==> config.mk <==
export PLATFORM = sky130hd
export DESIGN_NAME = pvaw_dp
export DESIGN_NICKNAME = d
export VERILOG_FILES = /design/src/sv/pvaw_pkg.sv /design/src/sv/pvaw_dp.sv
export SDC_FILE = /design/constraint.sdc
export NUM_CORES = 2
export LEC_CHECK = 0
export BUFFER_PORTS_ARGS = -buffer_cell sky130_fd_sc_hd__buf_4
export CORE_AREA = 2 2 394 396
export DETAILED_ROUTE_END_ITERATION = 6
export DIE_AREA = 0 0 396 398
export PLACE_DENSITY = 0.67
export SYNTH_ARGS = -nofsm -noshare
export SYNTH_HDL_FRONTEND = slang
export SYNTH_SLANG_ARGS = --single-unit
==> constraint.sdc <==
create_clock -name clk -period 15.42 [get_ports clk]
set_input_delay 0.771 -clock clk [delete_from_list [all_inputs] [get_ports clk]]
set_output_delay 0.771 -clock clk [all_outputs]
set_load 0.03 [all_outputs]
==> src/sv/pvaw_pkg.sv <==
// Shared types, constants and arithmetic helpers for the velocity-form PID block.
// Holds the microcode table that the controller steps through.
// No dependencies.
`timescale 1ns / 1ps
`default_nettype none

package pvaw_pkg;

  localparam int DATA_W = 32;
  localparam int FRAC_W = 16;
  localparam int PROD_W = 2 * DATA_W;
  localparam int STEP_W = 5;
  localparam int ADDR_W = 5;

  typedef logic signed [DATA_W-1:0] word_t;

  // Register indexes on the configuration port
  localparam logic [2:0] REG_PROP_GAIN       = 3'd0;
  localparam logic [2:0] REG_SETPOINT_WEIGHT = 3'd1;
  localparam logic [2:0] REG_INTEGRAL_COEF   = 3'd2;
  localparam logic [2:0] REG_DERIV_POLE      = 3'd3;
  localparam logic [2:0] REG_DERIV_GAIN      = 3'd4;
  localparam logic [2:0] REG_WINDUP_COEF     = 3'd5;
  localparam logic [2:0] REG_INV_PLANT_GAIN  = 3'd6;
  localparam logic [2:0] REG_OUTPUT_MAX      = 3'd7;

  localparam word_t RST_ONE        = word_t'(1) << FRAC_W;
  localparam logic [DATA_W-2:0] RST_OUTPUT_MAX = 31'd268369920;

  // Operand sources inside the datapath
  typedef enum logic [4:0] {
    SRC_ZERO  = 5'd0,
    SRC_FM    = 5'd1,
    SRC_ACC   = 5'd2,
    SRC_TMP   = 5'd3,
    SRC_AUX   = 5'd4,
    SRC_REF   = 5'd5,
    SRC_DIST  = 5'd6,
    SRC_MNOW  = 5'd7,
    SRC_MPREV = 5'd8,
    SRC_PPREV = 5'd9,
    SRC_INOW  = 5'd10,
    SRC_IPREV = 5'd11,
    SRC_DPREV = 5'd12,
    SRC_UPREV = 5'd13,
    SRC_CLAMP = 5'd14,
    SRC_D1    = 5'd15,
    SRC_U1    = 5'd16
  } src_t;

  // Coefficient operand of the multiplier
  typedef enum logic [2:0] {
    COEF_K  = 3'd0,
    COEF_B  = 3'd1,
    COEF_IC = 3'd2,
    COEF_AD = 3'd3,
    COEF_BD = 3'd4,
    COEF_WC = 3'd5,
    COEF_IG = 3'd6
  } coef_t;

  // Destination of the saturating adder
  typedef enum logic [2:0] {
    DST_NONE  = 3'd0,
    DST_ACC   = 3'd1,
    DST_TMP   = 3'd2,
    DST_AUX   = 3'd3,
    DST_D1    = 3'd4,
    DST_U1    = 3'd5,
    DST_INTEG = 3'd6
  } dst_t;

  // One microcode word
  typedef struct packed {
    coef_t mul_coef;
    src_t  mul_src;
    src_t  alu_a;
    src_t  alu_b;
    logic  alu_sub;
    dst_t  alu_dst;
    logic  cap_p1;     // new proportional term <- rounded product
    logic  clamp;      // drive <- product with anti-windup clamp
    logic  take_v;     // drive <- product, no clamp
    logic  commit_fb;  // shift P, D, u into their previous-sample registers
    logic  last;       // final step, loads the output word
  } cmd_t;

  // Controller to datapath
  typedef struct packed {
    cmd_t cmd;
    logic exec;
    logic load_in;
  } dp_ctl_t;

  typedef struct packed {
    word_t             prop_gain;
    word_t             setpoint_weight;
    word_t             integral_coef;
    word_t             deriv_pole;
    word_t             deriv_gain;
    word_t             windup_coef;
    word_t             inv_plant_gain;
    logic [DATA_W-2:0] output_max;
  } cfg_t;

  // All data operands the datapath can select
  typedef struct packed {
    word_t fm;
    word_t acc;
    word_t tmp;
    word_t aux;
    word_t refv;
    word_t disturb;
    word_t mnow;
    word_t mprev;
    word_t pprev;
    word_t inow;
    word_t iprev;
    word_t dprev;
    word_t uprev;
    word_t clamp;
    word_t d1;
    word_t u1;
  } srcs_t;

  // Saturate a one-bit-grown value to the word range
  function automatic word_t sat_wide(input logic signed [DATA_W:0] v);
    word_t r;
    if (v[DATA_W] != v[DATA_W-1]) begin
      r = v[DATA_W] ? {1'b1, {(DATA_W-1){1'b0}}} : {1'b0, {(DATA_W-1){1'b1}}};
    end else begin
      r = v[DATA_W-1:0];
    end
    return r;
  endfunction

  // Round an exact product half away from zero, drop the fraction, saturate
  function automatic word_t fmul_fin(input logic signed [PROD_W-1:0] p, input logic neg);
    logic [PROD_W-1:0]        m;
    logic [PROD_W-1:0]        r;
    logic [PROD_W-FRAC_W-1:0] res;
    logic [DATA_W:0]          lim;
    logic [DATA_W:0]          mres;
    logic [DATA_W:0]          nres;
    m   = neg ? PROD_W'(-p) : PROD_W'(p);
    r   = m + (PROD_W'(1) << (FRAC_W - 1));
    res = r[PROD_W-1:FRAC_W];
    lim = (DATA_W+1)'(1) << (DATA_W - 1);
    if (!neg) begin
      lim = lim - (DATA_W+1)'(1);
    end
    if (res > (PROD_W-FRAC_W)'(lim)) begin
      mres = lim;
    end else begin
      mres = res[DATA_W:0];
    end
    nres = -mres;
    return neg ? nres[DATA_W-1:0] : mres[DATA_W-1:0];
  endfunction

  function automatic word_t pick(input src_t s, input srcs_t v);
    word_t r;
    case (s)
      SRC_ZERO:  r = '0;
      SRC_FM:    r = v.fm;
      SRC_ACC:   r = v.acc;
      SRC_TMP:   r = v.tmp;
      SRC_AUX:   r = v.aux;
      SRC_REF:   r = v.refv;
      SRC_DIST:  r = v.disturb;
      SRC_MNOW:  r = v.mnow;
      SRC_MPREV: r = v.mprev;
      SRC_PPREV: r = v.pprev;
      SRC_INOW:  r = v.inow;
      SRC_IPREV: r = v.iprev;
      SRC_DPREV: r = v.dprev;
      SRC_UPREV: r = v.uprev;
      SRC_CLAMP: r = v.clamp;
      SRC_D1:    r = v.d1;
      SRC_U1:    r = v.u1;
      default:   r = '0;
    endcase
    return r;
  endfunction

  function automatic word_t pick_coef(input coef_t c, input cfg_t g);
    word_t r;
    case (c)
      COEF_K:  r = g.prop_gain;
      COEF_B:  r = g.setpoint_weight;
      COEF_IC: r = g.integral_coef;
      COEF_AD: r = g.deriv_pole;
      COEF_BD: r = g.deriv_gain;
      COEF_WC: r = g.windup_coef;
      COEF_IG: r = g.inv_plant_gain;
      default: r = '0;
    endcase
    return r;
  endfunction

  // Microcode. A product passes the product and rounding registers, then reads as SRC_FM.
  function automatic cmd_t ucode(input logic fb, input logic [STEP_W-1:0] step);
    cmd_t c;
    c.mul_coef  = COEF_WC;
    c.mul_src   = SRC_CLAMP;
    c.alu_a     = SRC_ZERO;
    c.alu_b     = SRC_ZERO;
    c.alu_sub   = 1'b0;
    c.alu_dst   = DST_NONE;
    c.cap_p1    = 1'b0;
    c.clamp     = 1'b0;
    c.take_v    = 1'b0;
    c.commit_fb = 1'b0;
    c.last      = 1'b0;
    if (fb) begin
      case (step)
        5'd0: begin
          // b*ref; dm = y - yprev
          c.mul_coef = COEF_B;  c.mul_src = SRC_REF;
          c.alu_a = SRC_MNOW;   c.alu_b = SRC_MPREV; c.alu_sub = 1'b1; c.alu_dst = DST_ACC;
        end
        5'd1: begin
          // bd*dm; q = ref - y
          c.mul_coef = COEF_BD; c.mul_src = SRC_ACC;
          c.alu_a = SRC_REF;    c.alu_b = SRC_MNOW;  c.alu_sub = 1'b1; c.alu_dst = DST_TMP;
        end
        5'd2: begin
          // ic*q; e = b*ref - y
          c.mul_coef = COEF_IC; c.mul_src = SRC_TMP;
          c.alu_a = SRC_FM;     c.alu_b = SRC_MNOW;  c.alu_sub = 1'b1; c.alu_dst = DST_ACC;
        end
        5'd3: begin
          // k*e; keep bd*dm
          c.mul_coef = COEF_K;  c.mul_src = SRC_ACC;
          c.alu_a = SRC_FM;     c.alu_dst = DST_AUX;
        end
        5'd4: begin
          // ad*Dprev; partial integral
          c.mul_coef = COEF_AD; c.mul_src = SRC_DPREV;
          c.alu_a = SRC_FM;     c.alu_b = SRC_INOW;  c.alu_dst = DST_TMP;
        end
        5'd5: begin
          c.cap_p1 = 1'b1;
          c.alu_a = SRC_FM;     c.alu_b = SRC_PPREV; c.alu_sub = 1'b1; c.alu_dst = DST_ACC;
        end
        5'd6: begin
          c.alu_a = SRC_FM;     c.alu_b = SRC_AUX;   c.alu_sub = 1'b1; c.alu_dst = DST_D1;
        end
        5'd7: begin
          c.alu_a = SRC_INOW;   c.alu_b = SRC_IPREV; c.alu_sub = 1'b1; c.alu_dst = DST_AUX;
        end
        5'd8: begin
          c.alu_a = SRC_ACC;    c.alu_b = SRC_AUX;   c.alu_dst = DST_ACC;
        end
        5'd9: begin
          c.alu_a = SRC_D1;     c.alu_b = SRC_DPREV; c.alu_sub = 1'b1; c.alu_dst = DST_AUX;
        end
        5'd10: begin
          c.alu_a = SRC_ACC;    c.alu_b = SRC_AUX;   c.alu_dst = DST_ACC;
        end
        5'd11: begin
          c.alu_a = SRC_ACC;    c.alu_b = SRC_UPREV; c.alu_dst = DST_U1;
        end
        5'd12: begin
          c.alu_a = SRC_U1;     c.alu_b = SRC_REF;   c.alu_dst = DST_ACC;
        end
        5'd13: begin
          c.alu_a = SRC_ACC;    c.alu_b = SRC_DIST;  c.alu_sub = 1'b1; c.alu_dst = DST_ACC;
        end
        5'd14: begin
          c.mul_coef = COEF_IG; c.mul_src = SRC_ACC;
        end
        5'd15: begin
          c.mul_coef = COEF_IG; c.mul_src = SRC_ACC;
        end
        5'd16: begin
          c.clamp = 1'b1;
        end
        5'd17, 5'd18: begin
          // windup product uses the fresh clamp error (default multiplier operands)
        end
        5'd19: begin
          c.alu_a = SRC_TMP;    c.alu_b = SRC_FM;    c.alu_dst = DST_INTEG;
          c.commit_fb = 1'b1;
          c.last = 1'b1;
        end
        default: begin
        end
      endcase
    end else begin
      case (step)
        5'd0: begin
          c.alu_a = SRC_REF;    c.alu_b = SRC_MNOW;  c.alu_sub = 1'b1; c.alu_dst = DST_TMP;
        end
        5'd1: begin
          c.mul_coef = COEF_IC; c.mul_src = SRC_TMP;
          c.alu_a = SRC_REF;    c.alu_b = SRC_DIST;  c.alu_sub = 1'b1; c.alu_dst = DST_ACC;
        end
        5'd2: begin
          c.mul_coef = COEF_IG; c.mul_src = SRC_ACC;
        end
        5'd3: begin
          c.alu_a = SRC_FM;     c.alu_b = SRC_INOW;  c.alu_dst = DST_TMP;
        end
        5'd4: begin
          c.take_v = 1'b1;
        end
        5'd5: begin
          c.alu_a = SRC_TMP;    c.alu_b = SRC_FM;    c.alu_dst = DST_INTEG;
          c.last = 1'b1;
        end
        default: begin
        end
      endcase
    end
    return c;
  endfunction

endpackage

`default_nettype wire

==> src/sv/pvaw_dp.sv <==
// Datapath: controller state, one shared 32x32 multiplier with a rounding stage,
// one saturating adder, the clamp and the output register. Depends on pvaw_pkg.
`timescale 1ns / 1ps
`default_nettype none

module pvaw_dp (
  input  wire logic                       clk,
  input  wire logic                       rst,
  input  wire pvaw_pkg::dp_ctl_t          ctl,
  input  wire pvaw_pkg::cfg_t             cfg,
  input  wire logic signed [pvaw_pkg::DATA_W-1:0] reference,
  input  wire logic signed [pvaw_pkg::DATA_W-1:0] measured,
  input  wire logic signed [pvaw_pkg::DATA_W-1:0] disturbance,
  input  wire logic                       feedback_on,
  input  wire logic                       antiwindup_on,
  output logic signed [pvaw_pkg::DATA_W-1:0]      drive
);

  localparam int W = pvaw_pkg::DATA_W;

  // controller state
  pvaw_pkg::word_t meas_now, meas_prev, prop_prev, integ_prev, integ_now;
  pvaw_pkg::word_t deriv_prev, ctrl_prev, clamp_error;
  // sample and working registers
  pvaw_pkg::word_t ref_q, dist_q, acc, tmp, aux, p1, d1, u1, vres, fm;
  logic            aw_q;
  logic signed [pvaw_pkg::PROD_W-1:0] prod;
  logic            prod_neg;

  pvaw_pkg::srcs_t srcs;
  pvaw_pkg::cmd_t  cmd;
  pvaw_pkg::word_t mul_a, mul_b, alu_a, alu_b, alu_res;
  logic signed [W:0] alu_sum;
  pvaw_pkg::word_t omax_w, clamp_v, clamp_e;
  logic signed [W:0] over_diff, neg_v;
  logic            wr;

  assign cmd = ctl.cmd;
  assign wr  = ctl.exec;

  always_comb begin
    srcs.fm      = fm;
    srcs.acc     = acc;
    srcs.tmp     = tmp;
    srcs.aux     = aux;
    srcs.refv    = ref_q;
    srcs.disturb = dist_q;
    srcs.mnow    = meas_now;
    srcs.mprev   = meas_prev;
    srcs.pprev   = prop_prev;
    srcs.inow    = integ_now;
    srcs.iprev   = integ_prev;
    srcs.dprev   = deriv_prev;
    srcs.uprev   = ctrl_prev;
    srcs.clamp   = clamp_error;
    srcs.d1      = d1;
    srcs.u1      = u1;
  end

  // operand selection
  assign mul_a = pvaw_pkg::pick_coef(cmd.mul_coef, cfg);
  assign mul_b = pvaw_pkg::pick(cmd.mul_src, srcs);
  assign alu_a = pvaw_pkg::pick(cmd.alu_a, srcs);
  assign alu_b = pvaw_pkg::pick(cmd.alu_b, srcs);

  // saturating add / subtract
  assign alu_sum = cmd.alu_sub ? ({alu_a[W-1], alu_a} - {alu_b[W-1], alu_b})
                               : ({alu_a[W-1], alu_a} + {alu_b[W-1], alu_b});
  assign alu_res = pvaw_pkg::sat_wide(alu_sum);

  // anti-windup clamp on the scaled drive
  assign omax_w    = {1'b0, cfg.output_max};
  assign over_diff = {omax_w[W-1], omax_w} - {fm[W-1], fm};
  assign neg_v     = -{fm[W-1], fm};
  always_comb begin
    if (aw_q && (fm > omax_w)) begin
      clamp_v = omax_w;
      clamp_e = pvaw_pkg::sat_wide(over_diff);
    end else if (aw_q && fm[W-1]) begin
      clamp_v = '0;
      clamp_e = pvaw_pkg::sat_wide(neg_v);
    end else begin
      clamp_v = fm;
      clamp_e = '0;
    end
  end

  // multiplier, then rounding stage
  always_ff @(posedge clk) begin
    prod     <= mul_a * mul_b;
    prod_neg <= mul_a[W-1] ^ mul_b[W-1];
    fm       <= pvaw_pkg::fmul_fin(prod, prod_neg);
  end

  // sample capture and working registers
  always_ff @(posedge clk) begin
    if (ctl.load_in) begin
      ref_q  <= reference;
      dist_q <= disturbance;
      aw_q   <= antiwindup_on;
    end
    if (wr) begin
      case (cmd.alu_dst)
        pvaw_pkg::DST_ACC: acc <= alu_res;
        pvaw_pkg::DST_TMP: tmp <= alu_res;
        pvaw_pkg::DST_AUX: aux <= alu_res;
        pvaw_pkg::DST_D1:  d1  <= alu_res;
        pvaw_pkg::DST_U1:  u1  <= alu_res;
        default: begin
        end
      endcase
      if (cmd.cap_p1) begin
        p1 <= fm;
      end
      if (cmd.clamp) begin
        vres <= clamp_v;
      end else if (cmd.take_v) begin
        vres <= fm;
      end
      if (cmd.last) begin
        drive <= vres;
      end
    end
  end

  // loop state
  always_ff @(posedge clk) begin
    if (rst) begin
      meas_now    <= '0;
      meas_prev   <= '0;
      prop_prev   <= '0;
      integ_prev  <= '0;
      integ_now   <= '0;
      deriv_prev  <= '0;
      ctrl_prev   <= '0;
      clamp_error <= '0;
    end else begin
      if (ctl.load_in && feedback_on) begin
        meas_now <= measured;
      end
      if (wr) begin
        if (cmd.clamp) begin
          clamp_error <= clamp_e;
        end
        if (cmd.alu_dst == pvaw_pkg::DST_INTEG) begin
          integ_prev <= integ_now;
          integ_now  <= alu_res;
          meas_prev  <= meas_now;
        end
        if (cmd.commit_fb) begin
          prop_prev  <= p1;
          deriv_prev <= d1;
          ctrl_prev  <= u1;
        end
      end
    end
  end

endmodule

`default_nettype wire
# After elaboration in Yosys (flattened, before gate mapping)

Index checks and enable logic that the tools add are counted.

Register bits after elaboration: 674
Input port bits: 384
Word-level logic and storage cells: 133
Output and inout port bits: 32

Multiply operators: 1
Multiplexer cells: 21
Eq/ne operators: 63
Reductions and logical operators: 16
Add/subtract/negate cells: 7
Order comparisons: 2
Bitwise logic cells: 1

Operator list:

| cell                                            | count |
|---|---|
| case mux 32 bit (16 select lines)               | 3 |
| two-way mux 32 bit                              | 15 |
| case mux 32 bit (7 select lines)                | 1 |
| == test 5 x 4 -> 1 bit (second input constant)  | 24 |
| subtractor 32 x 32 -> 33 bit                    | 2 |
| adder 64 x 16 -> 64 bit (second input constant) | 1 |
| multiplier 32 x 32 -> 64 bit                    | 1 |
| two-way mux 64 bit                              | 1 |
| negator 64 bit                                  | 1 |
| == test 5 x 3 -> 1 bit (second input constant)  | 12 |
| greater-than comparator 48 x 32 -> 1 bit        | 1 |
| adder 32 x 32 -> 33 bit                         | 1 |
| two-way mux 33 bit                              | 1 |
| negator 33 bit                                  | 1 |
| greater-than comparator 32 bit                  | 1 |
| negator 32 bit                                  | 1 |
| == test 5 x 2 -> 1 bit (second input constant)  | 6 |
| AND reduction 2 bit                             | 11 |
| == test 3 bit (second input constant)           | 6 |
| == test 5 x 1 -> 1 bit (second input constant)  | 3 |
| == test 5 bit (second input constant)           | 3 |
| == test 3 x 2 -> 1 bit (second input constant)  | 4 |
| == test 3 x 1 -> 1 bit (second input constant)  | 2 |
| logical AND 1 bit                               | 3 |
| other kinds (4)                                 | 6 |

# Depth between registers and ports, before layout

Word-level depth: 7
Depth in mapped cells: 47
Gate-level depth less buffers: 41

# Least setup slack after synthesis

OpenSTA, ideal clock, no wires.

Path type: input port to flip-flop
From: input port ctl[26] in the netlist's numbering
To: register prod[45] in the netlist's numbering
Cell stages on the path: 34
Path buffers: 5
Required time: 15.348 ns
Arrival time: 10.414 ns
Library setup time: 0.072 ns
Slack: 4.934 ns
Path through: buf_1 -> clkbuf_1 -> buf_1 -> clkbuf_1 -> nor2_1 -> a211oi_1 -> clkbuf_1 -> nor2_1 -> fa_1 -> fa_1 -> fa_1 -> inv_1 -> fa_1 -> inv_1 -> fa_1 -> inv_1 -> fa_1 -> inv_1 -> fa_1 -> fa_1 -> ha_1 -> a211o_1 -> a21oi_1 -> o21ai_0 -> a221oi_1 -> o31ai_1 -> a21bo_2 -> a41o_1 -> or2_2 -> a31oi_1 -> o21ai_0 -> a21o_1 -> a21oi_1 -> xnor2_1

Longest elaborated chain between the ends: 3
Elaborated cells on any way between the ends: 9
Those cells by class: mul (1); eq/ne (6); mux (1); reduce/logical (1)

Ends and longest elaborated chain:

| element                                     | RTL line        | RTL |
|---|---|---|
| start: declaration                          | pvaw_dp.sv:9    | `input wire pvaw_pkg::dp_ctl_t ctl,` |
| == test 3 bit, or another cell as far along | pvaw_pkg.sv:188 | `case (c)` |
| case mux 32 bit (7 select lines) *          | pvaw_pkg.sv:188 |  |
| multiplier 32 x 32 -> 64 bit *              | pvaw_dp.sv:90   | `prod <= mul_a * mul_b;` |
| end signal: assignment                      | pvaw_dp.sv:90   |  |
| end: declaration                            | pvaw_dp.sv:27   | `logic signed [pvaw_pkg::PROD_W-1:0] prod;` |

Mark *: on every way between the ends. The rest lies on a longest branch, timed or not.
A chain may end at the register's enable or synchronous reset.

# Worst setup path after layout

From: input port ctl[25] in the netlist's numbering
To: register prod[60] in the netlist's numbering

Longest elaborated chain between the ends: 3
Elaborated cells on any way between the ends: 18
Those cells by class: mul (1); eq/ne (16); mux (1)

Ends and longest elaborated chain:

| element                                     | RTL line        | RTL |
|---|---|---|
| == test 5 bit, or another cell as far along | pvaw_pkg.sv:163 | `case (s)` |
| case mux 32 bit (16 select lines) *         | pvaw_pkg.sv:163 |  |
| multiplier 32 x 32 -> 64 bit *              | pvaw_dp.sv:90   |  |

Marks and branches as above.

==> impl_results.md <==
* Initial antenna violation count at 11
* I/O pin count at 416
* CTS root buffer: clkbuf_16
* Die Y at 398 µm
* Worst min path class: primary input to register
* Hold_ws at 0.218 ns
* Synth unique cells at 91
* Mapped Avg Cell Area at 8.82 µm²
* Synth area leader: fa_1
* Net count of the finished layout at 10.6k
* Final Critical Period at 11.58 ns
* CTS buffer count at 75
* CP Class: primary input to register
* Primary FF master, synth: dfxtp_1
* Setup crit end kind: register
* RSZ-0062 raised after global routing: no
* Die width at 396 µm
* Initial drt markers at 10.6k
* Synth warn at 0
* Commonest non-fill, non-tap cell in the layout: nand2_1
* LEAKAGE at 0.0368 µW
* Final Max Slew Viols at 0
* Cts hold-fix bufs at 0
* Setup violators final at 0
* Seq/Total Area, Yosys at 0.219
* Reg clk slew, reported paths at 0.06 ns
* TritonRoute pass-1 iters at 7
* Synth Instances at 8643
* TritonCTS clock tree: done
* Critical Path Slowest Stage Cell: o31ai_1
* CP max FO at 32
* Final hold vios at 0
* Setup bufs post-CTS at 0
* H-tree depth at 3
* Synthesized area at 76200 µm²
* Max-slew headroom at 0.159
* Clock Path Buffers at 3
* Worst Skew at 0.0648 ns
* Placer Congestion at 1.04
* Status: complete, but fails checks
* Synth top area share at 0.285
* PortBufs at 415
* Setup TNS at 0 ns
* Actual slew at the worst max-slew pin at 1.25 ns
* GRT Util Overall at 0.402
* Clk Latency, worst-skew pair at 0.73 ns
* Die Area at 158000 µm²
* First-pass GRT wire length at 467000 µm
* Final worst-path cycle share at 0.751
* Core Box Area at 153000 µm²
* WL/cell at 29.5 µm
* Multi-input gate area at 53600 µm²
* DRC violations left at 280
* Power Dens Cells at 192 nW/µm²
* Critical path startpoint category: primary input
* Number of instances resized during post-cts repair at 0
* Failing checks: design-rule violations
* CP dominant cell by count: fa_1
* Syn nets at 10.4k
* Share of cells above drive strength 1 at 0.106
* Critical path arrival at 12.20 ns
* Layout fillers at 13.8k
* FFs w/ async S/R, synth at 0
* Dpl hpwl at 225000 µm
* Number of synthesized flops with an enable pin at 321
* WP data required at 16.03 ns
* Drt total wl at 323000 µm
* Crit-path max cell delay at 0.90 ns
* Via count at 71.1k
* Area growth from synthesis to final layout at 11.1%
* Vias in the first global route at 70.8k
* Clock sinks at 674
* Max IR drop VDD at 475 µV
* Initial Utilization at 0.497
* Synthesized flop and latch total at 674
* Most frequent cells in the layout: nand2_1 (1211), inv_1 (1171), fa_1 (1084), nor2_1 (736), buf_4 (639)
* Row count at 144
* Final ANT Viol Nets at 0
* CP top delay family: adder cells
* Global route overflow at 0
* Total area of sequential cells at 16700 µm²
* Max Cap Viol at 0
* Max Clock Freq at 0.0863 GHz
* Worst path bufs/invs at 6
* Leading post-synthesis cells by cell area: fa_1 (28%), edfxtp_1 (13%), dfxtp_1 (9.3%), nand2_1 (6.0%), inv_1 (5.8%)
* Vias per cell at 6.50
* Largest net degree at the start of global routing at 150
## cell type report
| type | count | share of cell area |
|---|---|---|
| multi-input combinational | 6258 | 0.633 |
| sequential | 674 | 0.197 |
| timing repair buffer | 641 | 0.0570 |
| inverter | 1176 | 0.0521 |
| tap | 2044 | 0.0302 |
| clock buffer | 85 | 0.0232 |
| clock inverter | 55 | 0.00709 |
| antenna | 5 | 0.000148 |
## registers in the layout, summed over array words and instances, names as in the netlist, 32 cells and up
name	cells
prod	64
acc	32
aux	32
clamp_error	32
ctrl_prev	32
d1	32
deriv_prev	32
dist_q	32
drive	32
fm	32
integ_now	32
integ_prev	32
meas_now	32
meas_prev	32
p1	32
prop_prev	32
ref_q	32
tmp	32
u1	32
vres	32
## path summary, 6_finish.rpt
kind / startpoint / end / slack (ns) / cells after the start
min: disturbance[29] / dist_q[29] / 0.22 / 1
max: ctl[25] / prod[60] / 3.84 / 35
min reg2reg: vres[5] / drive[5] / 0.41 / 0
max reg2reg: fm[8] / prod[60] / 4.65 / 31
## synthesized netlist by cell type, types with 40 or more instances
| master | count |
|---|---|
| nor3_1 | 125 |
| xnor2_1 | 174 |
| buf_1 | 40 |
| ha_1 | 284 |
| nand3_1 | 210 |
| o21ai_0 | 156 |
| clkbuf_1 | 479 |
| nor2_1 | 773 |
| xor2_1 | 74 |
| edfxtp_1 | 321 |
| a22o_1 | 167 |
| nand2b_1 | 66 |
| nand4_1 | 119 |
| a21o_1 | 51 |
| nor4_1 | 48 |
| mux2i_1 | 59 |
| and2_1 | 78 |
| fa_1 | 1084 |
| nand2_1 | 1213 |
| dfxtp_1 | 353 |
| a21oi_1 | 406 |
| a22oi_1 | 470 |
| inv_1 | 1172 |
| a221oi_1 | 119 |
## routing by layer
layer,global-route usage,vias up,routed length (µm)
li1,-,29326,-
met1,0.483,34596,110000
met2,0.616,5451,139000
met3,0.115,1772,40600
met4,0.301,4,32200
met5,0,-,26
## kinds of logic (layout without fill, tap and decap cells)
group                    Yosys count  in the layout  synth area share
AND/OR/NAND/NOR                 2868           2868             0.167
buffers and inverters           1711           1957            0.0847
AO/OA/AOI/OAI                   1658           1658             0.152
adder cells (fa/ha/maj)         1398           1398             0.335
flip-flops                       674            674             0.219
XOR/XNOR                         248            248            0.0285
multiplexers                      86             86            0.0132
other                              0              5                 0
## report_power, final
part | switching (µW) | internal, µW
Sequential | 277 | 2290
Combinational | 7110 | 4680
Clock | 833 | 1070
Total | 8220 | 8040
## through the flow
| step | cell area, µm² | setup WS, ns | util | std cells | total power [µW] |
|---|---|---|---|---|---|
| 6_report | 84700 | 3.84 | 0.552 | 10938 | 16300 |
| 5_1_grt | 84700 | 3.51 | 0.552 | 10933 | 17500 |
| 4_1_cts | 84700 | 4.13 | 0.552 | 10933 | 16100 |
| 3_5_place_dp | 82100 | 3.50 | 0.536 | 10793 | 14200 |
| 3_3_place_gp | 82100 | 3.56 | 0.536 | 10793 | 13900 |
| 2_1_floorplan | 76200 | 4.93 | - | 8643 | 10700 |
No activity file was read; power rests on OpenSTA's default activity.
