### config.mk
export PLATFORM = sky130hd
export DESIGN_NAME = pvaw_ctrl
export DESIGN_NICKNAME = d
export VERILOG_FILES = /design/src/sv/pvaw_pkg.sv /design/src/sv/pvaw_ctrl.sv
export SDC_FILE = /design/constraint.sdc
export NUM_CORES = 1
export LEC_CHECK = 0
export BUFFER_PORTS_ARGS = -buffer_cell sky130_fd_sc_hd__buf_2
export CORE_ASPECT_RATIO = 0.75
export CORE_MARGIN = 5
export CORE_UTILIZATION = 52
export CTS_CLUSTER_SIZE = 25
export DETAILED_ROUTE_END_ITERATION = 12
export PLACE_DENSITY = 0.8
export SYNTH_ARGS = -nofsm -noshare
export SYNTH_HDL_FRONTEND = slang
export SYNTH_SLANG_ARGS = --single-unit
export TNS_END_PERCENT = 10
### constraint.sdc
create_clock -name clk -period 3.05 [get_ports clk]
set_input_delay 0.4575 -clock clk [delete_from_list [all_inputs] [get_ports clk]]
set_output_delay 0.4575 -clock clk [all_outputs]
set_load 0.02 [all_outputs]
### src/sv/pvaw_pkg.sv
// Shared types, constants and arithmetic helpers for the velocity-form PID block.
// Holds the microcode table that the controller steps through.
// No dependencies.
`timescale 1ns / 1ps
`default_nettype none

package pvaw_pkg;

  localparam int DATA_W = 32;
  localparam int FRAC_W = 16;
  localparam int PROD_W = 2 * DATA_W;
  localparam int STEP_W = 5;
  localparam int ADDR_W = 5;

  typedef logic signed [DATA_W-1:0] word_t;

  // Register indexes on the configuration port
  localparam logic [2:0] REG_PROP_GAIN       = 3'd0;
  localparam logic [2:0] REG_SETPOINT_WEIGHT = 3'd1;
  localparam logic [2:0] REG_INTEGRAL_COEF   = 3'd2;
  localparam logic [2:0] REG_DERIV_POLE      = 3'd3;
  localparam logic [2:0] REG_DERIV_GAIN      = 3'd4;
  localparam logic [2:0] REG_WINDUP_COEF     = 3'd5;
  localparam logic [2:0] REG_INV_PLANT_GAIN  = 3'd6;
  localparam logic [2:0] REG_OUTPUT_MAX      = 3'd7;

  localparam word_t RST_ONE        = word_t'(1) << FRAC_W;
  localparam logic [DATA_W-2:0] RST_OUTPUT_MAX = 31'd268369920;

  // Operand sources inside the datapath
  typedef enum logic [4:0] {
    SRC_ZERO  = 5'd0,
    SRC_FM    = 5'd1,
    SRC_ACC   = 5'd2,
    SRC_TMP   = 5'd3,
    SRC_AUX   = 5'd4,
    SRC_REF   = 5'd5,
    SRC_DIST  = 5'd6,
    SRC_MNOW  = 5'd7,
    SRC_MPREV = 5'd8,
    SRC_PPREV = 5'd9,
    SRC_INOW  = 5'd10,
    SRC_IPREV = 5'd11,
    SRC_DPREV = 5'd12,
    SRC_UPREV = 5'd13,
    SRC_CLAMP = 5'd14,
    SRC_D1    = 5'd15,
    SRC_U1    = 5'd16
  } src_t;

  // Coefficient operand of the multiplier
  typedef enum logic [2:0] {
    COEF_K  = 3'd0,
    COEF_B  = 3'd1,
    COEF_IC = 3'd2,
    COEF_AD = 3'd3,
    COEF_BD = 3'd4,
    COEF_WC = 3'd5,
    COEF_IG = 3'd6
  } coef_t;

  // Destination of the saturating adder
  typedef enum logic [2:0] {
    DST_NONE  = 3'd0,
    DST_ACC   = 3'd1,
    DST_TMP   = 3'd2,
    DST_AUX   = 3'd3,
    DST_D1    = 3'd4,
    DST_U1    = 3'd5,
    DST_INTEG = 3'd6
  } dst_t;

  // One microcode word
  typedef struct packed {
    coef_t mul_coef;
    src_t  mul_src;
    src_t  alu_a;
    src_t  alu_b;
    logic  alu_sub;
    dst_t  alu_dst;
    logic  cap_p1;     // new proportional term <- rounded product
    logic  clamp;      // drive <- product with anti-windup clamp
    logic  take_v;     // drive <- product, no clamp
    logic  commit_fb;  // shift P, D, u into their previous-sample registers
    logic  last;       // final step, loads the output word
  } cmd_t;

  // Controller to datapath
  typedef struct packed {
    cmd_t cmd;
    logic exec;
    logic load_in;
  } dp_ctl_t;

  typedef struct packed {
    word_t             prop_gain;
    word_t             setpoint_weight;
    word_t             integral_coef;
    word_t             deriv_pole;
    word_t             deriv_gain;
    word_t             windup_coef;
    word_t             inv_plant_gain;
    logic [DATA_W-2:0] output_max;
  } cfg_t;

  // All data operands the datapath can select
  typedef struct packed {
    word_t fm;
    word_t acc;
    word_t tmp;
    word_t aux;
    word_t refv;
    word_t disturb;
    word_t mnow;
    word_t mprev;
    word_t pprev;
    word_t inow;
    word_t iprev;
    word_t dprev;
    word_t uprev;
    word_t clamp;
    word_t d1;
    word_t u1;
  } srcs_t;

  // Saturate a one-bit-grown value to the word range
  function automatic word_t sat_wide(input logic signed [DATA_W:0] v);
    word_t r;
    if (v[DATA_W] != v[DATA_W-1]) begin
      r = v[DATA_W] ? {1'b1, {(DATA_W-1){1'b0}}} : {1'b0, {(DATA_W-1){1'b1}}};
    end else begin
      r = v[DATA_W-1:0];
    end
    return r;
  endfunction

  // Round an exact product half away from zero, drop the fraction, saturate
  function automatic word_t fmul_fin(input logic signed [PROD_W-1:0] p, input logic neg);
    logic [PROD_W-1:0]        m;
    logic [PROD_W-1:0]        r;
    logic [PROD_W-FRAC_W-1:0] res;
    logic [DATA_W:0]          lim;
    logic [DATA_W:0]          mres;
    logic [DATA_W:0]          nres;
    m   = neg ? PROD_W'(-p) : PROD_W'(p);
    r   = m + (PROD_W'(1) << (FRAC_W - 1));
    res = r[PROD_W-1:FRAC_W];
    lim = (DATA_W+1)'(1) << (DATA_W - 1);
    if (!neg) begin
      lim = lim - (DATA_W+1)'(1);
    end
    if (res > (PROD_W-FRAC_W)'(lim)) begin
      mres = lim;
    end else begin
      mres = res[DATA_W:0];
    end
    nres = -mres;
    return neg ? nres[DATA_W-1:0] : mres[DATA_W-1:0];
  endfunction

  function automatic word_t pick(input src_t s, input srcs_t v);
    word_t r;
    case (s)
      SRC_ZERO:  r = '0;
      SRC_FM:    r = v.fm;
      SRC_ACC:   r = v.acc;
      SRC_TMP:   r = v.tmp;
      SRC_AUX:   r = v.aux;
      SRC_REF:   r = v.refv;
      SRC_DIST:  r = v.disturb;
      SRC_MNOW:  r = v.mnow;
      SRC_MPREV: r = v.mprev;
      SRC_PPREV: r = v.pprev;
      SRC_INOW:  r = v.inow;
      SRC_IPREV: r = v.iprev;
      SRC_DPREV: r = v.dprev;
      SRC_UPREV: r = v.uprev;
      SRC_CLAMP: r = v.clamp;
      SRC_D1:    r = v.d1;
      SRC_U1:    r = v.u1;
      default:   r = '0;
    endcase
    return r;
  endfunction

  function automatic word_t pick_coef(input coef_t c, input cfg_t g);
    word_t r;
    case (c)
      COEF_K:  r = g.prop_gain;
      COEF_B:  r = g.setpoint_weight;
      COEF_IC: r = g.integral_coef;
      COEF_AD: r = g.deriv_pole;
      COEF_BD: r = g.deriv_gain;
      COEF_WC: r = g.windup_coef;
      COEF_IG: r = g.inv_plant_gain;
      default: r = '0;
    endcase
    return r;
  endfunction

  // Microcode. A product passes the product and rounding registers, then reads as SRC_FM.
  function automatic cmd_t ucode(input logic fb, input logic [STEP_W-1:0] step);
    cmd_t c;
    c.mul_coef  = COEF_WC;
    c.mul_src   = SRC_CLAMP;
    c.alu_a     = SRC_ZERO;
    c.alu_b     = SRC_ZERO;
    c.alu_sub   = 1'b0;
    c.alu_dst   = DST_NONE;
    c.cap_p1    = 1'b0;
    c.clamp     = 1'b0;
    c.take_v    = 1'b0;
    c.commit_fb = 1'b0;
    c.last      = 1'b0;
    if (fb) begin
      case (step)
        5'd0: begin
          // b*ref; dm = y - yprev
          c.mul_coef = COEF_B;  c.mul_src = SRC_REF;
          c.alu_a = SRC_MNOW;   c.alu_b = SRC_MPREV; c.alu_sub = 1'b1; c.alu_dst = DST_ACC;
        end
        5'd1: begin
          // bd*dm; q = ref - y
          c.mul_coef = COEF_BD; c.mul_src = SRC_ACC;
          c.alu_a = SRC_REF;    c.alu_b = SRC_MNOW;  c.alu_sub = 1'b1; c.alu_dst = DST_TMP;
        end
        5'd2: begin
          // ic*q; e = b*ref - y
          c.mul_coef = COEF_IC; c.mul_src = SRC_TMP;
          c.alu_a = SRC_FM;     c.alu_b = SRC_MNOW;  c.alu_sub = 1'b1; c.alu_dst = DST_ACC;
        end
        5'd3: begin
          // k*e; keep bd*dm
          c.mul_coef = COEF_K;  c.mul_src = SRC_ACC;
          c.alu_a = SRC_FM;     c.alu_dst = DST_AUX;
        end
        5'd4: begin
          // ad*Dprev; partial integral
          c.mul_coef = COEF_AD; c.mul_src = SRC_DPREV;
          c.alu_a = SRC_FM;     c.alu_b = SRC_INOW;  c.alu_dst = DST_TMP;
        end
        5'd5: begin
          c.cap_p1 = 1'b1;
          c.alu_a = SRC_FM;     c.alu_b = SRC_PPREV; c.alu_sub = 1'b1; c.alu_dst = DST_ACC;
        end
        5'd6: begin
          c.alu_a = SRC_FM;     c.alu_b = SRC_AUX;   c.alu_sub = 1'b1; c.alu_dst = DST_D1;
        end
        5'd7: begin
          c.alu_a = SRC_INOW;   c.alu_b = SRC_IPREV; c.alu_sub = 1'b1; c.alu_dst = DST_AUX;
        end
        5'd8: begin
          c.alu_a = SRC_ACC;    c.alu_b = SRC_AUX;   c.alu_dst = DST_ACC;
        end
        5'd9: begin
          c.alu_a = SRC_D1;     c.alu_b = SRC_DPREV; c.alu_sub = 1'b1; c.alu_dst = DST_AUX;
        end
        5'd10: begin
          c.alu_a = SRC_ACC;    c.alu_b = SRC_AUX;   c.alu_dst = DST_ACC;
        end
        5'd11: begin
          c.alu_a = SRC_ACC;    c.alu_b = SRC_UPREV; c.alu_dst = DST_U1;
        end
        5'd12: begin
          c.alu_a = SRC_U1;     c.alu_b = SRC_REF;   c.alu_dst = DST_ACC;
        end
        5'd13: begin
          c.alu_a = SRC_ACC;    c.alu_b = SRC_DIST;  c.alu_sub = 1'b1; c.alu_dst = DST_ACC;
        end
        5'd14: begin
          c.mul_coef = COEF_IG; c.mul_src = SRC_ACC;
        end
        5'd15: begin
          c.mul_coef = COEF_IG; c.mul_src = SRC_ACC;
        end
        5'd16: begin
          c.clamp = 1'b1;
        end
        5'd17, 5'd18: begin
          // windup product uses the fresh clamp error (default multiplier operands)
        end
        5'd19: begin
          c.alu_a = SRC_TMP;    c.alu_b = SRC_FM;    c.alu_dst = DST_INTEG;
          c.commit_fb = 1'b1;
          c.last = 1'b1;
        end
        default: begin
        end
      endcase
    end else begin
      case (step)
        5'd0: begin
          c.alu_a = SRC_REF;    c.alu_b = SRC_MNOW;  c.alu_sub = 1'b1; c.alu_dst = DST_TMP;
        end
        5'd1: begin
          c.mul_coef = COEF_IC; c.mul_src = SRC_TMP;
          c.alu_a = SRC_REF;    c.alu_b = SRC_DIST;  c.alu_sub = 1'b1; c.alu_dst = DST_ACC;
        end
        5'd2: begin
          c.mul_coef = COEF_IG; c.mul_src = SRC_ACC;
        end
        5'd3: begin
          c.alu_a = SRC_FM;     c.alu_b = SRC_INOW;  c.alu_dst = DST_TMP;
        end
        5'd4: begin
          c.take_v = 1'b1;
        end
        5'd5: begin
          c.alu_a = SRC_TMP;    c.alu_b = SRC_FM;    c.alu_dst = DST_INTEG;
          c.last = 1'b1;
        end
        default: begin
        end
      endcase
    end
    return c;
  endfunction

endpackage

`default_nettype wire

### src/sv/pvaw_ctrl.sv
// Sequencer: accepts a sample word, steps through the microcode, hands off the
// drive word to the output register. Depends on pvaw_pkg.
`timescale 1ns / 1ps
`default_nettype none

module pvaw_ctrl (
  input  wire logic          clk,
  input  wire logic          rst,
  input  wire logic          sample_valid,
  output logic               sample_stall,
  input  wire logic          feedback_on,
  output logic               drive_valid,
  input  wire logic          drive_stall,
  output pvaw_pkg::dp_ctl_t  ctl
);

  typedef enum logic [1:0] {
    S_IDLE = 2'b01,
    S_RUN  = 2'b10
  } state_t;

  state_t                        state;
  logic [pvaw_pkg::STEP_W-1:0]   step;
  logic                          fb_q;
  logic                          out_valid;
  logic                          out_free;
  logic                          accept;
  pvaw_pkg::cmd_t                cmd;

  assign cmd          = pvaw_pkg::ucode(fb_q, step);
  assign out_free     = !out_valid || !drive_stall;
  assign sample_stall = (state != S_IDLE);
  assign accept       = sample_valid && (state == S_IDLE);
  assign drive_valid  = out_valid;

  // last step waits for room in the output register
  assign ctl.cmd     = cmd;
  assign ctl.load_in = accept;
  assign ctl.exec    = (state == S_RUN) && (!cmd.last || out_free);

  // sequencer
  always_ff @(posedge clk) begin
    if (rst) begin
      state <= S_IDLE;
      step  <= '0;
      fb_q  <= 1'b0;
    end else begin
      case (state)
        S_IDLE: begin
          if (accept) begin
            fb_q  <= feedback_on;
            step  <= '0;
            state <= S_RUN;
          end
        end
        S_RUN: begin
          if (ctl.exec) begin
            if (cmd.last) begin
              state <= S_IDLE;
            end else begin
              step <= step + 1'b1;
            end
          end
        end
        default: state <= S_IDLE;
      endcase
    end
  end

  // output word valid flag
  always_ff @(posedge clk) begin
    if (rst) begin
      out_valid <= 1'b0;
    end else if (ctl.exec && cmd.last) begin
      out_valid <= 1'b1;
    end else if (!drive_stall) begin
      out_valid <= 1'b0;
    end
  end

endmodule

`default_nettype wire

**Word level (Yosys, flattened, before mapping)**

Cells that the tools add are included.

- ROM bits: 0
- Memory bits (writable): 0
- Memories: 0
- Flip-flop bits (word level): 9
- Bits in latches: 0
- Output and inout bits: 31

- Reduce and logical (&&, ||, !) cells: 24
- Order comparisons: 0
- Multiplexer cells: 28
- Divide/modulo/power cells: 0
- Shift operators: 0
- $add $sub $neg: 1
- Bitwise gates (word level): 0
- $mul: 0
- Eq/ne operators: 25

Operator list:

| operator | count |
|---|---|
| 8-bit one-hot mux with 6 select lines | 1 |
| 4-bit one-hot mux with 11 select lines | 1 |
| 5-bit by 4-bit == test with 1-bit output, second input constant | 8 |
| 5-bit one-hot mux with 8 select lines | 1 |
| 8-bit one-hot mux with 4 select lines | 1 |
| 22-bit 2-to-1 mux | 1 |
| 5-bit by 3-bit == test with 1-bit output, second input constant | 4 |
| 3-bit one-hot mux with 6 select lines | 1 |
| 8-bit one-hot mux with 2 select lines | 1 |
| 5-bit 2-to-1 mux | 3 |
| 5-bit by 2-bit == test with 1-bit output, second input constant | 2 |
| 5-bit == test, second input constant | 2 |
| 1-bit 2-to-1 mux | 10 |
| 2-bit 2-to-1 mux | 5 |
| 5-bit one-hot mux with 2 select lines | 1 |
| 2-bit OR reduction | 5 |
| 3-bit one-hot mux with 3 select lines | 1 |
| 2-bit != test, second input constant | 4 |
| 8-bit OR reduction | 1 |
| 7-bit OR reduction | 1 |
| 3-bit OR reduction | 2 |
| 5-bit by 1-bit adder with 5-bit output, second input constant | 1 |
| 5-bit by 1-bit == test with 1-bit output, second input constant | 1 |
| 5-bit logical NOT | 1 |
| 13 further kinds | 19 |

**Depth between registers and ports, before layout**

Gate-level depths: netlist of run 1.

- Word-level depth: 8
- Mapped depth: 9
- Mapped depth without buffers: 6

**Worst setup path after synthesis of run 1**

Ideal clock, no wire load.

- Path type: reg-to-output
- From: register step[0] (netlist bit)
- To: output port ctl[26] (netlist bit)
- Setup slack: 339 ps
- Buffers on the path: 3
- Data arrival time: 2254 ps
- Stages on the path, launching flop included: 10
- Cells stage by stage: dfxtp_1 ha_1 buf_2 clkbuf_1 and3_1 ha_1 a221oi_2 nand2_1 a31oi_1 buf_4

RTL lines:

| what | line | RTL |
|---|---|---|
| start: declaration | pvaw_ctrl.sv:23 | `logic [pvaw_pkg::STEP_W-1:0] step;` |
| start signal: assignment | pvaw_ctrl.sv:61 | `step <= step + 1'b1;` |
| end: declaration | pvaw_ctrl.sv:14 | `output pvaw_pkg::dp_ctl_t ctl` |

==> results of run 1 <==
## how the worst max path moves through the flow
stage	start	endpoint	slack (ns)	cells after the start
3_3_place_gp	step[1]$_SDFFE_PP0P_	ctl[26]	0.66	7
5_1_grt	step[1]$_SDFFE_PP0P_	ctl[26]	0.08	7
4_1_cts	step[1]$_SDFFE_PP0P_	ctl[23]	0.25	7
3_5_place_dp	step[0]$_SDFFE_PP0P_	ctl[23]	0.55	7
2_1_floorplan	step[0]$_SDFFE_PP0P_	ctl[26]	0.34	9
6_report	step[1]$_SDFFE_PP0P_	ctl[23]	0.25	7
## cell usage after synthesis, types with 2 or more instances
library cell  instances  area (sq um)
buf_2                 8         40.04
clkbuf_1              5         18.77
buf_4                 5         37.54
nand3_1               7         35.03
nor2b_1               5         31.28
inv_1                10         37.54
o32ai_1               2         17.52
ha_1                  5         62.56
nand2b_1              5         31.28
o21ai_0              15         75.07
or2b_1                2         15.01
dfxtp_1               9         180.2
buf_6                 3         33.78
or2_2                 2         12.51
a211oi_1              2         15.01
a221oi_1              2         17.52
and4_1                2         17.52
nand2_1              15         56.30
o21a_1                2         15.01
a21o_1                3         22.52
and3_1                3         18.77
nand3b_1              3         22.52
o211ai_1              4         30.03
a31oi_1               4         25.02
nor2_1               20         75.07
a21oi_1              18         90.09
nor3_1                5         25.02
or3_1                 3         18.77
## routing by layer
| metal | vias up | GRT usage |
|---|---|---|
| met2 | 61 | 0.3635 |
| met5 | - | 0 |
| met1 | 685 | 0.2900 |
| li1 | 726 | - |
| met3 | 4 | 0.04506 |
| met4 | 0 | 0.06734 |
## kinds of logic after synthesis
kind of cell | after synthesis | share of synthesized area
simple gates | 79 | 0.3291
xor+xnor | 1 | 0.006918
buf+inv | 32 | 0.1354
other cells | 1 | 0.002962
fa+ha+maj | 5 | 0.04941
flops | 9 | 0.1423
mux | 2 | 0.01976
compound gates | 62 | 0.3142
## stage by stage
stage               worst slack [ns]  std cells  instance area, sq um  hold WS, ns
finish                        0.2547        246                  1404       0.4176
detailed placement            0.5506        242                  1378       0.5522
CTS                           0.2548        246                  1404       0.4114
global route                 0.07614        246                  1404       0.4223
global placement              0.6577        242                  1378       0.5198
floorplan                     0.3388        192                  1270       0.5043
## sequential cells by signal (all words and copies together), names as in the netlist
register and cells:
step 5, state 2, drive_valid 1, fb_q 1
## layout by cell type (no fill, tap or decap), types with 3 or more instances in the layout
| cell | count |
|---|---|
| nand2_1 | 15 |
| a31oi_1 | 4 |
| buf_4 | 4 |
| nand3b_1 | 3 |
| buf_2 | 33 |
| and3_1 | 3 |
| ha_1 | 5 |
| o21ai_0 | 15 |
| a21oi_1 | 18 |
| clkbuf_4 | 3 |
| nand2b_1 | 5 |
| nor3_1 | 5 |
| dfxtp_1 | 9 |
| inv_1 | 10 |
| or3_1 | 3 |
| nor2_1 | 20 |
| nand3_1 | 7 |
| nor2b_1 | 5 |
| o211ai_1 | 4 |
| a21o_1 | 3 |
## critical path, stage by stage, from the launching register on
cell and delay, ns:
dfxtp_1 0.40, inv_1 0.08, ha_1 0.39, or2_2 0.39, a221oi_2 0.28, nand2_1 0.12, a31oi_1 0.21, buf_2 0.20
## final cells by class
type | count | area share
Clock buffer | 4 | 0.01872
Timing Repair Buffer | 37 | 0.1390
Inverter | 11 | 0.02941
Sequential cell | 9 | 0.1283
Multi-Input combinational cell | 151 | 0.6542
Tap cell | 34 | 0.03030
## where the power goes
| group | leakage (nW) | switching, mW | internal (mW) |
|---|---|---|---|
| Combinational | 0.514 | 0.0669 | 0.0353 |
| Sequential | 0.0731 | 0.00517 | 0.121 |
| Clock | 0.0150 | 0.0450 | 0.0506 |
==> summary.md, run 1 <==
| Metric | Value |
|---|---|
| Synth Register Bits | `9` |
| Worst hold start | `rst` |
| CP Data Arrival Time | `roughly 2.3 ns` |
| Detailed-routed wire length on met2 | `1611 um` |
| Routed wl met3 | `296 um` |
| Max Freq | `357.7 MHz` |
| Die area | `~3500 sq um` |
| Minimum clock period | `2.795 ns` |
| Hold path cells | `2` |
| # fillers | `roughly 230` |
| Antenna violations before repair | `0` |
| Synthesized area | `between 1000 and 1500 sq um` |
| Clk slew on worst S/H paths | `about 0.060 ns` |
| Routed WL | `between 3000 and 4000 um` |
| R2r startpoint | `step[2]$_SDFFE_PP0P_` |
| Reg2reg path depth | `5` |
| DRC violations left | `0` |
| Pre-antenna DRT Iters | `4` |
| Post_cts resized | `0` |
| Lkg Pwr | `0.6021 nW` |
| WL per Instance | `around 15 um` |
| Hold Path Class | `input pin to register` |
| RSZ-0062 raised after global routing | `false` |
| Starting density of the core | `0.5485` |
| Ant. Diodes | `0` |
| Vias post-DR | `1476` |
| Cell Pwr Density | `~230 nW/um^2` |
| Crit-path max FO | `17` |
| Worst hold endpoint | `fb_q$_SDFFE_PP0P_` |
| Synthesis Warnings | `0` |
| Final core occ | `0.6081` |
| Syn Area/Cell | `~6.6 sq um` |
| Hold Vio Cnt, Final | `0` |
| Slew Limit Headroom | `0.4237` |
| Synth cell types | `50` |
| Worst-Skew Late Latency | `roughly 0.27 ns` |
| Total grt overflow | `0` |
| CP required | `about 2.6 ns` |
| Multi-input gate area | `around 900 sq um` |
| Post-synth top flop | `dfxtp_1` |
| Core Region | `between 2000 and 2500 sq um` |
| Setup Fix Bufs, Post-CTS | `0` |
| Layout cells sized above 1 | `0.2123` |
| CTS max path bufs | `2` |
| I/O pins | `36` |
| Crit Path Class | `register to output port` |
| Hold_buf cts | `0` |
| TritonCTS Buffers | `3` |
| Asr flop ratio synth | `0` |
| Hpwl dp | `2666 um` |
| Crit share post-route | `0.9165` |
| Area delta synth->final | `10.87%` |
| Total Power | `~320 uW` |
| Final nets | `223` |
| Vias/cell | `~6.0` |
| FF-to-FF End | `step[2]$_SDFFE_PP0P_` |
| DR top layer | `met4` |
| Wire length on met1 | `approximately 1600 um` |
| Vias in the first global route | `1313` |
| CTS tree | `yes` |
| Gate Count Post-Synth | `between 150 and 200` |
| First-pass GRT wire length | `around 6000 um` |
| Largest net degree at the start of global routing | `28` |
| CTS Root Cell | `clkbuf_4` |
| Clock sinks | `9` |
| Post-synth EDFFs | `0` |
| Worst Skew | `0.001807 ns` |
| Max IR drop VDD | `between 0.2 and 0.3 mV` |
| Sequential-to-total area share from yosys stat | `0.1423` |
| Status | `completed` |
| Die height | `approximately 53 um` |
| DRT iter0 DRCs | `between 100 and 150` |
| Setup violators final | `0` |
| Chip width | `roughly 67 um` |
| Sequential Area | `180.2 sq um` |
| Startpoint types | `register` |
| Placer Congestion | `approximately 0.90` |
| # rows | `15` |
| Pins Over Slew Limit | `0` |
| Port Buffers | `33` |
| Flop-to-flop setup slack | `roughly 1.1 ns` |
| All-Layer GR Usage | `0.2216` |
| Critical Path End Type | `output port` |
| Final ANT Viol Nets | `0` |
| H-tree Lvls | `1` |
| Slew @ Worst Pin | `about 0.86 ns` |
| Max Cap Violations | `0` |
| Setup TNS | `0 ns` |
Power figures use the tool's default switching activity.
==> run 2, diff against run 1 <==
--- a/config.mk
+++ b/config.mk
@@ -12,6 +12,7 @@
 export CTS_CLUSTER_SIZE = 25
 export DETAILED_ROUTE_END_ITERATION = 12
 export PLACE_DENSITY = 0.8
+export SETUP_SLACK_MARGIN = 0.3
 export SYNTH_ARGS = -nofsm -noshare
 export SYNTH_HDL_FRONTEND = slang
 export SYNTH_SLANG_ARGS = --single-unit
==> run 2 against run 1 <==
Net effect: routed wire length is 0.81% higher; maximum frequency is 7.0% higher; critical path depth stayed put; critical path type unchanged; largest cell class unchanged; largest power group unchanged; highest routed layer unchanged.
==> summary.md, run 2 (same netlist as run 1, synthesis figures left out) <==
| Metric | Value |
|---|---|
| Startpoint types | `register` |
| Vias in the first global route | `1310 (-0.23%)` |
| Hold_buf cts | `0 (unchanged)` |
| Starting density of the core | `0.5485 (unchanged)` |
| I/O pins | `36 (unchanged)` |
| H-tree Lvls | `1 (unchanged)` |
| DRT iter0 DRCs | `115 (+2.7%)` |
| Final core occ | `0.6146 (+0.006504)` |
| Worst Skew | `0.002524 ns (+0.0007177 ns)` |
| Pre-antenna DRT Iters | `4 (unchanged)` |
| Final ANT Viol Nets | `0 (unchanged)` |
| Max IR drop VDD | `0.2827 mV (+0.96%)` |
| Vias post-DR | `1493 (+1.2%)` |
| CP required | `2.59 ns (about the same)` |
| Worst hold endpoint | `fb_q$_SDFFE_PP0P_` |
| Crit share post-route | `0.8565 (-0.06000)` |
| Clock sinks | `9 (unchanged)` |
| Minimum clock period | `2.612 ns (-0.1830 ns)` |
| Max Cap Violations | `0 (unchanged)` |
| # rows | `15 (unchanged)` |
| Port Buffers | `33 (unchanged)` |
| All-Layer GR Usage | `0.2212 (-0.0004505)` |
| Pins Over Slew Limit | `0 (unchanged)` |
| R2r startpoint | `step[1]$_SDFFE_PP0P_` |
| Vias/cell | `6.069 (+1.2%)` |
| CTS Root Cell | `clkbuf_4` |
| Crit Path Class | `register to output port` |
| Worst-Skew Late Latency | `0.27 ns (about the same)` |
| Placer Congestion | `0.8970 (unchanged)` |
| Total grt overflow | `0 (unchanged)` |
| Status | `completed` |
| # fillers | `225 (unchanged)` |
| Hpwl dp | `2666 um (unchanged)` |
| Layout cells sized above 1 | `0.2500 (+0.03774)` |
| Largest net degree at the start of global routing | `28 (unchanged)` |
| FF-to-FF End | `step[2]$_SDFFE_PP0P_` |
| Die area | `3532 sq um (unchanged)` |
| First-pass GRT wire length | `6016 um (-0.23%)` |
| Area delta synth->final | `12.06%` |
| Max Freq | `382.8 MHz (+7.0%)` |
| Lkg Pwr | `0.5977 nW (-0.73%)` |
| Biggest register | `step` |
| Setup TNS | `0 ns (unchanged)` |
| Hold Path Class | `input pin to register` |
| WL per Instance | `14.62 um (+0.81%)` |
| Ant. Diodes | `0 (unchanged)` |
| Critical Path End Type | `output port` |
| Flop-to-flop setup slack | `1.28 ns (+0.22 ns)` |
| Max reg flops | `5 (unchanged)` |
| Most frequent cells in the layout | `buf_2 (33), nor2_1 (20), a21oi_1 (18)` |
| Core Region | `2308 sq um (unchanged)` |
| Hold Vio Cnt, Final | `0 (unchanged)` |
| Largest registers | `step: 5 flops, state: 2 flops` |
| CP Data Arrival Time | `2.15 ns (-0.19 ns)` |
| Setup violators final | `0 (unchanged)` |
| Final nets | `223 (unchanged)` |
| Die height | `52.74 um (unchanged)` |
| RSZ-0062 raised after global routing | `false` |
| Chip width | `66.98 um (unchanged)` |
| Crit-path max FO | `16 (-1)` |
| Antenna violations before repair | `0 (unchanged)` |
| Worst hold start | `rst` |
| CTS max path bufs | `2 (unchanged)` |
| Reg2reg path depth | `7 (+2)` |
| Setup Fix Bufs, Post-CTS | `0 (unchanged)` |
| DRC violations left | `0 (unchanged)` |
| CTS tree | `yes` |
| Commonest non-fill, non-tap cell in the layout | `buf_2` |
| Hold path cells | `2 (unchanged)` |
| Clk slew on worst S/H paths | `0.06 ns (about the same)` |
| Cell Pwr Density | `228.8 nW/um^2 (-0.80%)` |
| Routed WL | `3596 um (+0.81%)` |
| TritonCTS Buffers | `3 (unchanged)` |
-- run 2: cell counts in the layout (fill, tap and decap cells not counted) --
No cell type changed its count.
-- run 2: timing repair --
action / CTS / global route
pin swaps: 0 / 0
setup endpoints to repair: 2 / 6
hold endpoints to repair: 0 / 0
gates resized for setup: 2 / 6
-- run 2: routing by layer --
metal,track usage,routed length [um],up-vias,share of wire
met5,0,0,-,0
met4,0.06734,43,0,0.012
met3,0.04506,336,6,0.093
met2,0.3635,1599,67,0.44
met1,0.2888,1616,696,0.45
li1,-,-,724,-
-- run 2: critical path: stages (launching register included) --
cell	delay [ns]
dfxtp_2	0.38
inv_1	0.08
ha_2	0.28
or2_2	0.35
a221oi_2	0.28
nand2_1	0.11
a31oi_1	0.20
buf_2	0.19
-- run 2: area by class of cell --
class	count	area, sq um	share of cell area
inverter	11	41.29	0.02910
tap	34	42.54	0.02998
sequential	9	185.2	0.1305
timing repair buffer	37	195.2	0.1376
clock buffer	4	26.28	0.01852
multi-input combinational	151	928.4	0.6543
-- run 2: how the worst max path moves through the flow --
| stage | start | to | slack, ns | depth (start not counted) |
|---|---|---|---|---|
| after CTS | step[0]$_SDFFE_PP0P_ | ctl[23] | 0.31 | 7 |
| after detailed placement | step[0]$_SDFFE_PP0P_ | ctl[23] | 0.55 | 7 |
| after global routing | step[3]$_SDFFE_PP0P_ | ctl[22] | 0.31 | 6 |
| after floorplan | step[0]$_SDFFE_PP0P_ | ctl[26] | 0.34 | 9 |
| final | step[0]$_SDFFE_PP0P_ | ctl[23] | 0.44 | 7 |
| after global placement | step[1]$_SDFFE_PP0P_ | ctl[26] | 0.66 | 7 |
-- run 2: report_power, final --
group / internal (mW) / total (mW) / switching [mW]
Clock: 0.0507 / 0.0962 / 0.0455
Sequential: 0.121 / 0.126 / 0.00518
Combinational: 0.0354 / 0.102 / 0.0669
Total: 0.207 / 0.325 / 0.118
-- run 2: per-stage QoR --
stage          instances  worst slack [ns]  instance area [sq um]  hold slack [ns]  power (mW)
6_report             246            0.4377                   1419           0.4237      0.3247
5_1_grt              246            0.3076                   1419           0.4223      0.3441
4_1_cts              246            0.3055                   1409           0.4114      0.3253
3_5_place_dp         242            0.5506                   1378           0.5522      0.2298
3_3_place_gp         242            0.6577                   1378           0.5198      0.2281
2_1_floorplan        192            0.3388                   1270           0.5043      0.2039
